<file path="config.mk">
export PLATFORM = sky130hd
export DESIGN_NAME = gamepad_deadzone_edge_mapper
export DESIGN_NICKNAME = d
export VERILOG_FILES = /design/src/design/gdem_pkg.sv /design/src/design/gamepad_deadzone_edge_mapper.sv
export SDC_FILE = /design/constraint.sdc
export NUM_CORES = 2
export LEC_CHECK = 0
export ABC_AREA = 1
export BUFFER_PORTS_ARGS = -buffer_cell sky130_fd_sc_hd__buf_2
export CAP_MARGIN = 20
export CORE_UTILIZATION = 30
export CTS_CLUSTER_DIAMETER = 50
export DETAILED_ROUTE_END_ITERATION = 8
export HOLD_SLACK_MARGIN = 0.03
export SLEW_MARGIN = 20
export SYNTH_ARGS = -nofsm -noshare
export SYNTH_HDL_FRONTEND = slang
export SYNTH_SLANG_ARGS = --single-unit
</file>
<file path="constraint.sdc">
create_clock -name clk -period 23.8 [get_ports clk]
set_clock_uncertainty 0.1 [all_clocks]
set_input_delay 1.19 -clock clk [delete_from_list [all_inputs] [get_ports clk]]
set_output_delay 1.19 -clock clk [all_outputs]
set_load 0.02 [all_outputs]
</file>
<file path="src/design/gdem_pkg.sv">
`default_nettype none

package gdem_pkg;

    // Axis shaping constants.
    localparam int unsigned DZ_LIMIT   = 7849;
    localparam int unsigned DZ_FULL    = 32767;
    localparam int unsigned DZ_SPAN    = DZ_FULL - DZ_LIMIT;
    localparam int unsigned ROUND_BIAS = DZ_SPAN / 2;

    // The quotient of a 30-bit value by DZ_SPAN is taken as a multiply by a rounded-up
    // reciprocal and a shift. The shift is 30 + ceil(log2(DZ_SPAN)), which keeps it exact.
    localparam int unsigned DIV_SHIFT = 45;
    localparam logic [63:0] DIV_MAGIC_W =
        ((64'd1 << DIV_SHIFT) + 64'(DZ_SPAN) - 64'd1) / 64'(DZ_SPAN);
    localparam logic [30:0] DIV_MAGIC = DIV_MAGIC_W[30:0];

    // Configuration register map.
    localparam int unsigned CFG_ADDR_W   = 3;
    localparam logic        IDX_SHIELD   = 1'b0;
    localparam logic [7:0]  SHIELD_RESET = 8'd128;

    // Logical button positions in the held mask.
    localparam int unsigned BTN_ATTACK  = 0;
    localparam int unsigned BTN_SPECIAL = 1;
    localparam int unsigned BTN_JUMP    = 2;
    localparam int unsigned BTN_SHIELD  = 3;
    localparam int unsigned BTN_GRAB    = 4;
    localparam int unsigned BTN_START   = 5;
    localparam int unsigned BTN_BACK    = 6;
    localparam int unsigned BTN_UP      = 7;
    localparam int unsigned BTN_DOWN    = 8;
    localparam int unsigned BTN_LEFT    = 9;
    localparam int unsigned BTN_RIGHT   = 10;
    localparam int unsigned NUM_BTN     = 11;

    typedef struct packed {
        logic signed [15:0] left_x;
        logic signed [15:0] left_y;
        logic signed [15:0] right_x;
        logic signed [15:0] right_y;
        logic [7:0]         left_pull;
        logic [7:0]         right_pull;
        logic [15:0]        button_word;
    } sample_t;

    typedef struct packed {
        logic signed [15:0]   main_x;
        logic signed [15:0]   main_y;
        logic signed [15:0]   aux_x;
        logic signed [15:0]   aux_y;
        logic [7:0]           left_level;
        logic [7:0]           right_level;
        logic [NUM_BTN-1:0]   held_bits;
        logic [NUM_BTN-1:0]   pressed_bits;
        logic [NUM_BTN-1:0]   released_bits;
    } mapped_t;

    // Deadzone and rescale of one axis: zero inside the deadzone, otherwise
    // sign * min(round((mag - DZ_LIMIT) * DZ_FULL / DZ_SPAN), DZ_FULL).
    function automatic logic signed [15:0] shape_axis(input logic signed [15:0] raw);
        logic        neg;
        logic [16:0] mag;
        logic [14:0] excess;
        logic [29:0] numer;
        logic [60:0] prod;
        logic [15:0] quot;
        logic [15:0] sat;
        neg    = raw[15];
        mag    = neg ? (17'h10000 - {1'b0, raw}) : {1'b0, raw};
        excess = 15'(mag - 17'(DZ_LIMIT));
        // excess * DZ_FULL is excess * 2^15 - excess; the bias makes the quotient round.
        numer = {excess, 15'd0} - {15'd0, excess} + 30'(ROUND_BIAS);
        prod  = {31'd0, numer} * {30'd0, DIV_MAGIC};
        quot  = prod[60:45];
        sat   = (quot > 16'(DZ_FULL)) ? 16'(DZ_FULL) : quot;
        if (mag <= 17'(DZ_LIMIT))
        begin
            return 16'sd0;
        end
        return neg ? $signed(16'd0 - sat) : $signed(sat);
    endfunction

endpackage

`default_nettype wire

</file>
<file path="src/design/gamepad_deadzone_edge_mapper.sv">
// An accepted sample waits in the input stage register until the output register is free.
// One sample per cycle while out_stall is low; the stick rescale is a constant multiply
// per axis between the input stage register and the output register.
// Reset clears the pipeline valid flags, the previous held mask and the first-sample flag,
// and sets the shield trigger level to 128; the first sample reports every held bit as pressed.
`default_nettype none

module gamepad_deadzone_edge_mapper
    import gdem_pkg::*;
(
    input  wire logic                  clk,
    input  wire logic                  rst_n,
    input  wire logic                  in_valid,
    output logic                       in_stall,
    input  wire sample_t               in_data,
    output logic                       out_valid,
    input  wire logic                  out_stall,
    output mapped_t                    out_data,
    input  wire logic                  psel,
    input  wire logic                  penable,
    input  wire logic                  pwrite,
    input  wire logic [CFG_ADDR_W-1:0] paddr,
    input  wire logic [31:0]           pwdata,
    output logic [31:0]                prdata,
    output logic                       pready
);

    logic [7:0]         shield_level_reg;
    logic               s1_valid_reg;
    sample_t            s1_data_reg;
    logic               out_valid_reg;
    mapped_t            out_data_reg;
    logic [NUM_BTN-1:0] last_held_reg;
    logic [NUM_BTN-1:0] last_held_next;
    logic               seen_first_reg;
    logic               seen_first_next;

    logic               in_accept;
    logic               s1_advance;
    logic               cfg_write;
    logic [15:0]        btn;
    logic               shield_on;
    logic [NUM_BTN-1:0] held;
    logic [NUM_BTN-1:0] pressed;
    logic [NUM_BTN-1:0] released;
    mapped_t            result;

    // Configuration port: always ready, one register, selected when paddr[2] is zero.
    assign pready    = 1'b1;
    assign cfg_write = psel && penable && pwrite && (paddr[2] == IDX_SHIELD);
    assign prdata    = (paddr[2] == IDX_SHIELD) ? {24'd0, shield_level_reg} : 32'd0;

    always_ff @(posedge clk or negedge rst_n)
    begin
        if (!rst_n)
        begin
            shield_level_reg <= SHIELD_RESET;
        end
        else if (cfg_write)
        begin
            shield_level_reg <= pwdata[7:0];
        end
    end

    // Pipeline flow control: the input stage moves on whenever the output register is free.
    assign s1_advance = s1_valid_reg && (!out_valid_reg || !out_stall);
    assign in_stall   = s1_valid_reg && !s1_advance;
    assign in_accept  = in_valid && !in_stall;

    always_ff @(posedge clk or negedge rst_n)
    begin
        if (!rst_n)
        begin
            s1_valid_reg  <= 1'b0;
            out_valid_reg <= 1'b0;
        end
        else
        begin
            if (in_accept)
            begin
                s1_valid_reg <= 1'b1;
            end
            else if (s1_advance)
            begin
                s1_valid_reg <= 1'b0;
            end
            if (s1_advance)
            begin
                out_valid_reg <= 1'b1;
            end
            else if (!out_stall)
            begin
                out_valid_reg <= 1'b0;
            end
        end
    end

    always_ff @(posedge clk)
    begin
        if (in_accept)
        begin
            s1_data_reg <= in_data;
        end
        if (s1_advance)
        begin
            out_data_reg <= result;
        end
    end

    // Logical button mapping from the raw button word and trigger levels.
    assign btn       = s1_data_reg.button_word;
    assign shield_on = (btn[9:8] != 2'b00)
                    || (s1_data_reg.left_pull >= shield_level_reg)
                    || (s1_data_reg.right_pull >= shield_level_reg);

    always_comb
    begin
        held              = '0;
        held[BTN_ATTACK]  = btn[12];
        held[BTN_SPECIAL] = btn[13];
        held[BTN_JUMP]    = btn[14] || btn[15];
        held[BTN_SHIELD]  = shield_on;
        held[BTN_GRAB]    = btn[6] || btn[7];
        held[BTN_START]   = btn[4];
        held[BTN_BACK]    = btn[5];
        held[BTN_UP]      = btn[0];
        held[BTN_DOWN]    = btn[1];
        held[BTN_LEFT]    = btn[2];
        held[BTN_RIGHT]   = btn[3];
    end

    // Edge detection against the previous sample; before any sample all held bits are new.
    assign pressed  = held & (seen_first_reg ? ~last_held_reg : {NUM_BTN{1'b1}});
    assign released = last_held_reg & ~held;

    always_comb
    begin
        last_held_next  = last_held_reg;
        seen_first_next = seen_first_reg;
        if (s1_advance)
        begin
            last_held_next  = held;
            seen_first_next = 1'b1;
        end
    end

    always_ff @(posedge clk or negedge rst_n)
    begin
        if (!rst_n)
        begin
            last_held_reg  <= '0;
            seen_first_reg <= 1'b0;
        end
        else
        begin
            last_held_reg  <= last_held_next;
            seen_first_reg <= seen_first_next;
        end
    end

    // Result assembly: deadzoned axes, raw triggers and button masks.
    always_comb
    begin
        result.main_x        = shape_axis(s1_data_reg.left_x);
        result.main_y        = shape_axis(s1_data_reg.left_y);
        result.aux_x         = shape_axis(s1_data_reg.right_x);
        result.aux_y         = shape_axis(s1_data_reg.right_y);
        result.left_level    = s1_data_reg.left_pull;
        result.right_level   = s1_data_reg.right_pull;
        result.held_bits     = held;
        result.pressed_bits  = pressed;
        result.released_bits = released;
    end

    assign out_valid = out_valid_reg;
    assign out_data  = out_data_reg;

`ifndef SYNTHESIS
    // A button cannot be pressed and released in the same sample.
    assert property (@(posedge clk) disable iff (!rst_n)
        out_valid_reg |-> ((out_data_reg.pressed_bits & out_data_reg.released_bits) == '0))
        else $error("pressed and released masks overlap");

    // Pressed buttons are held, released buttons are not.
    assert property (@(posedge clk) disable iff (!rst_n)
        out_valid_reg |-> (((out_data_reg.pressed_bits & ~out_data_reg.held_bits) == '0)
                        && ((out_data_reg.released_bits & out_data_reg.held_bits) == '0)))
        else $error("edge masks disagree with held mask");

    // The saturated axes never reach the most negative code.
    assert property (@(posedge clk) disable iff (!rst_n)
        out_valid_reg |-> ((out_data_reg.main_x != 16'sh8000)
                        && (out_data_reg.main_y != 16'sh8000)
                        && (out_data_reg.aux_x != 16'sh8000)
                        && (out_data_reg.aux_y != 16'sh8000)))
        else $error("axis output not saturated");

    // Once a sample has gone to the output stage, the first-sample flag is set.
    assert property (@(posedge clk) disable iff (!rst_n)
        s1_advance |=> (seen_first_reg && out_valid_reg))
        else $error("first-sample flag or output valid missing after stage advance");
`endif

endmodule

`default_nettype wire
</file>
==> impl_results.md <==
- Critical Path RT: 24070 ps
- Synth area leader: fa_1
- Fin. max-slew vios: 0
- Share of cells above drive strength 1: 5.90%
- H-tree levels: 1
- DP Wirelength: 197000 µm
- CTS tree: done
- Post-route DRC: 0
- Mean Syn Cell Area: 8.34 µm²
- Max-cap violations: 0
- Final setup vio count: 0
- Reg2reg end: out_data[77]
- Final RePlAce weighted congestion: 0.945
- Fin. Hold Viols: 0
- Dominant synthesized flop cell: edfxtp_1
- Sequential area share after synthesis: 9.04%
- Sink Count: 229
- Initial DRC count: 3482
- CP endpoint: out_data[77]
- Fmax achieved: 79.6 MHz
- Skew-Pair Late Insertion Delay: 650 ps
- Die width: 502 µm
- Layout area overhead: 8.66%
- Global Route Usage Sum: 17.8%
- Post-layout util: 32.8%
- Hold/Removal Path Class: reg2reg
- Post-synth EDFFs: 207
- Slew margin rel.: 24.2%
- Worst Slack Setup Final: 11240 ps
- Top-count cell post-synth: inv_1
- Crit. Startpoint: s1_data_reg[48]
- Ports: 286
- Die area: 252000 µm²
- Worst r2r src: s1_data_reg[48]
- Largest cells by area after synthesis: fa_1 (28%), ha_1 (28%), inv_1 (11%)
- Filler cell count: 26300
- Via count: 58100
- Routed WL per cell: 17.5 µm
- Worst Path Arrival: 12830 ps
- Largest net degree at the start of global routing: 70
- Crit-path most repeated cell: nand2_1
- First-pass GRT wire length: 345000 µm
- Yosys warning count: 0
- Reg clk slew, reported paths: 60 ps
- Remaining global-route overflow: 0
- Critical path's slowest cell: xor2_1
- DRT antenna net count: 0
- CTS Root Buffer Type: clkbuf_16
- CP Launch Type: flop
- DRT Wirelength: 221000 µm
- Area after DPL: 80300 µm²
- Reg-to-reg slack, setup: 11240 ps
- WS Path Type: reg2reg
- Min Tclk post-route: 12560 ps
- Maximum root-to-sink buffer count: 3
- Router iterations before antenna repair: 5
- Nets: 12100
- Post-Syn Instances: 8984
- Post-synth ARST share: 9.61%
- Worst Tran Pin Value: 1130 ps
- Top cells by count, synth: inv_1 (2176), ha_1 (1648), nand2_1 (1448)
- Tcrit/Tclk final: 52.8%
- # hold bufs at CTS: 0
- Area share of the largest cell type after synthesis: 28.0%
- Largest stage delay on the critical path: 710 ps
- CORE AREA: 248000 µm²
- Die H: 502 µm
- Setup TNS: 0 ps
- Flops & latches, synth: 229
- Pre-CTS worst setup slack: 11280 ps
- RSZ-0062 raised after global routing: false
- Initial antenna violation count: 7
- IO Port Bufs: 232
- CP max FO: 19
- Via density: 4.60
- Yosys cell types: 66
- Starting density of the core: 30.1%
- Row cnt: 183
- Max reg flops: 113
- R2R depth: 52
- Outcome: completed
- Vias in the first global route: 60000
- Resized cells post-CTS: 0
- CP endpoint kind: flop
- Mapped cell area: 74900 µm²
- Fin area: 81400 µm²
- Total CTS buffers: 31
- # Post-CTS Setup Buffers: 0
==> logic make-up after synthesis <==
family	count (synthesis)	share of synthesized area, %
compound gates	837	6.07
xor+xnor	111	1.50
fa+ha+maj	2696	55.5
buf+inv	2299	11.8
flops	229	9.04
other cells	2	0.0100
simple gates	2810	16.1
==> worst max-delay path, delay by kind of cell, from the launching register on <==
| kind | cells | cell delay (ps) |
|---|---|---|
| adder cells (fa/ha/maj) | 13 | 5290 |
| AO/OA/AOI/OAI | 4 | 820 |
| AND/OR/NAND/NOR | 25 | 3550 |
| buffers and inverters | 9 | 1430 |
| XOR/XNOR | 1 | 710 |
| flip-flops | 1 | 320 |
==> area by class of cell <==
cell class	count	area (µm²)	area share (%)
diodes	19	47.5	0.0584
repair buffers	276	1490	1.83
multi-input cells	6479	59400	73.0
well taps	3330	4170	5.12
flip-flops and latches	229	6770	8.32
inverters	2236	8420	10.3
clock buffers	41	896	1.10
clock inverters	17	178	0.218
==> cells in the final DEF, fill, tap and decap left out, types with 20 or more instances in the layout <==
master / instances
nor3_1: 94
ha_1: 1648
nand4_1: 95
nand3b_1: 39
edfxtp_1: 207
o21ai_0: 291
xor2_2: 20
dfrtp_1: 21
xor2_1: 78
fa_1: 1048
conb_1: 25
o21a_1: 29
clkbuf_16: 33
o21bai_1: 34
nand3_1: 348
inv_2: 56
nand2_1: 1448
nand2_2: 65
buf_4: 44
a21oi_1: 396
nor2_1: 625
buf_2: 232
inv_1: 2174
==> routing by layer <==
layer  GRT usage (%)  vias up  part of all wire, %
met4            5.50        4                  3.4
met5               0        -                0.015
met3            1.84      258                  4.5
met1            23.7    27900                   45
li1                -    28700                    -
met2            30.0     1233                   47
==> worst min-delay path by stage <==
stage | startpoint | to | slack (ps) | cells past startpoint
4_1_cts | result[43] | out_data[43] | 360 | 0
2_1_floorplan | result[33] | out_data[33] | 330 | 0
3_3_place_gp | result[43] | out_data[43] | 340 | 0
6_report | result[45] | out_data[45] | 350 | 0
3_5_place_dp | result[43] | out_data[43] | 340 | 0
5_1_grt | result[43] | out_data[43] | 370 | 0
==> stage by stage <==
| stage | cells | hold slack, ps |
|---|---|---|
| after global routing | 12600 | 367 |
| after floorplan | 9007 | 326 |
| final | 12600 | 353 |
| after detailed placement | 12600 | 343 |
| after CTS | 12600 | 359 |
| after global placement | 12600 | 335 |
Power is left out: the tool's default activity adds up to more than one toggle a clock period on the data nets, which glitch-free logic cannot reach.
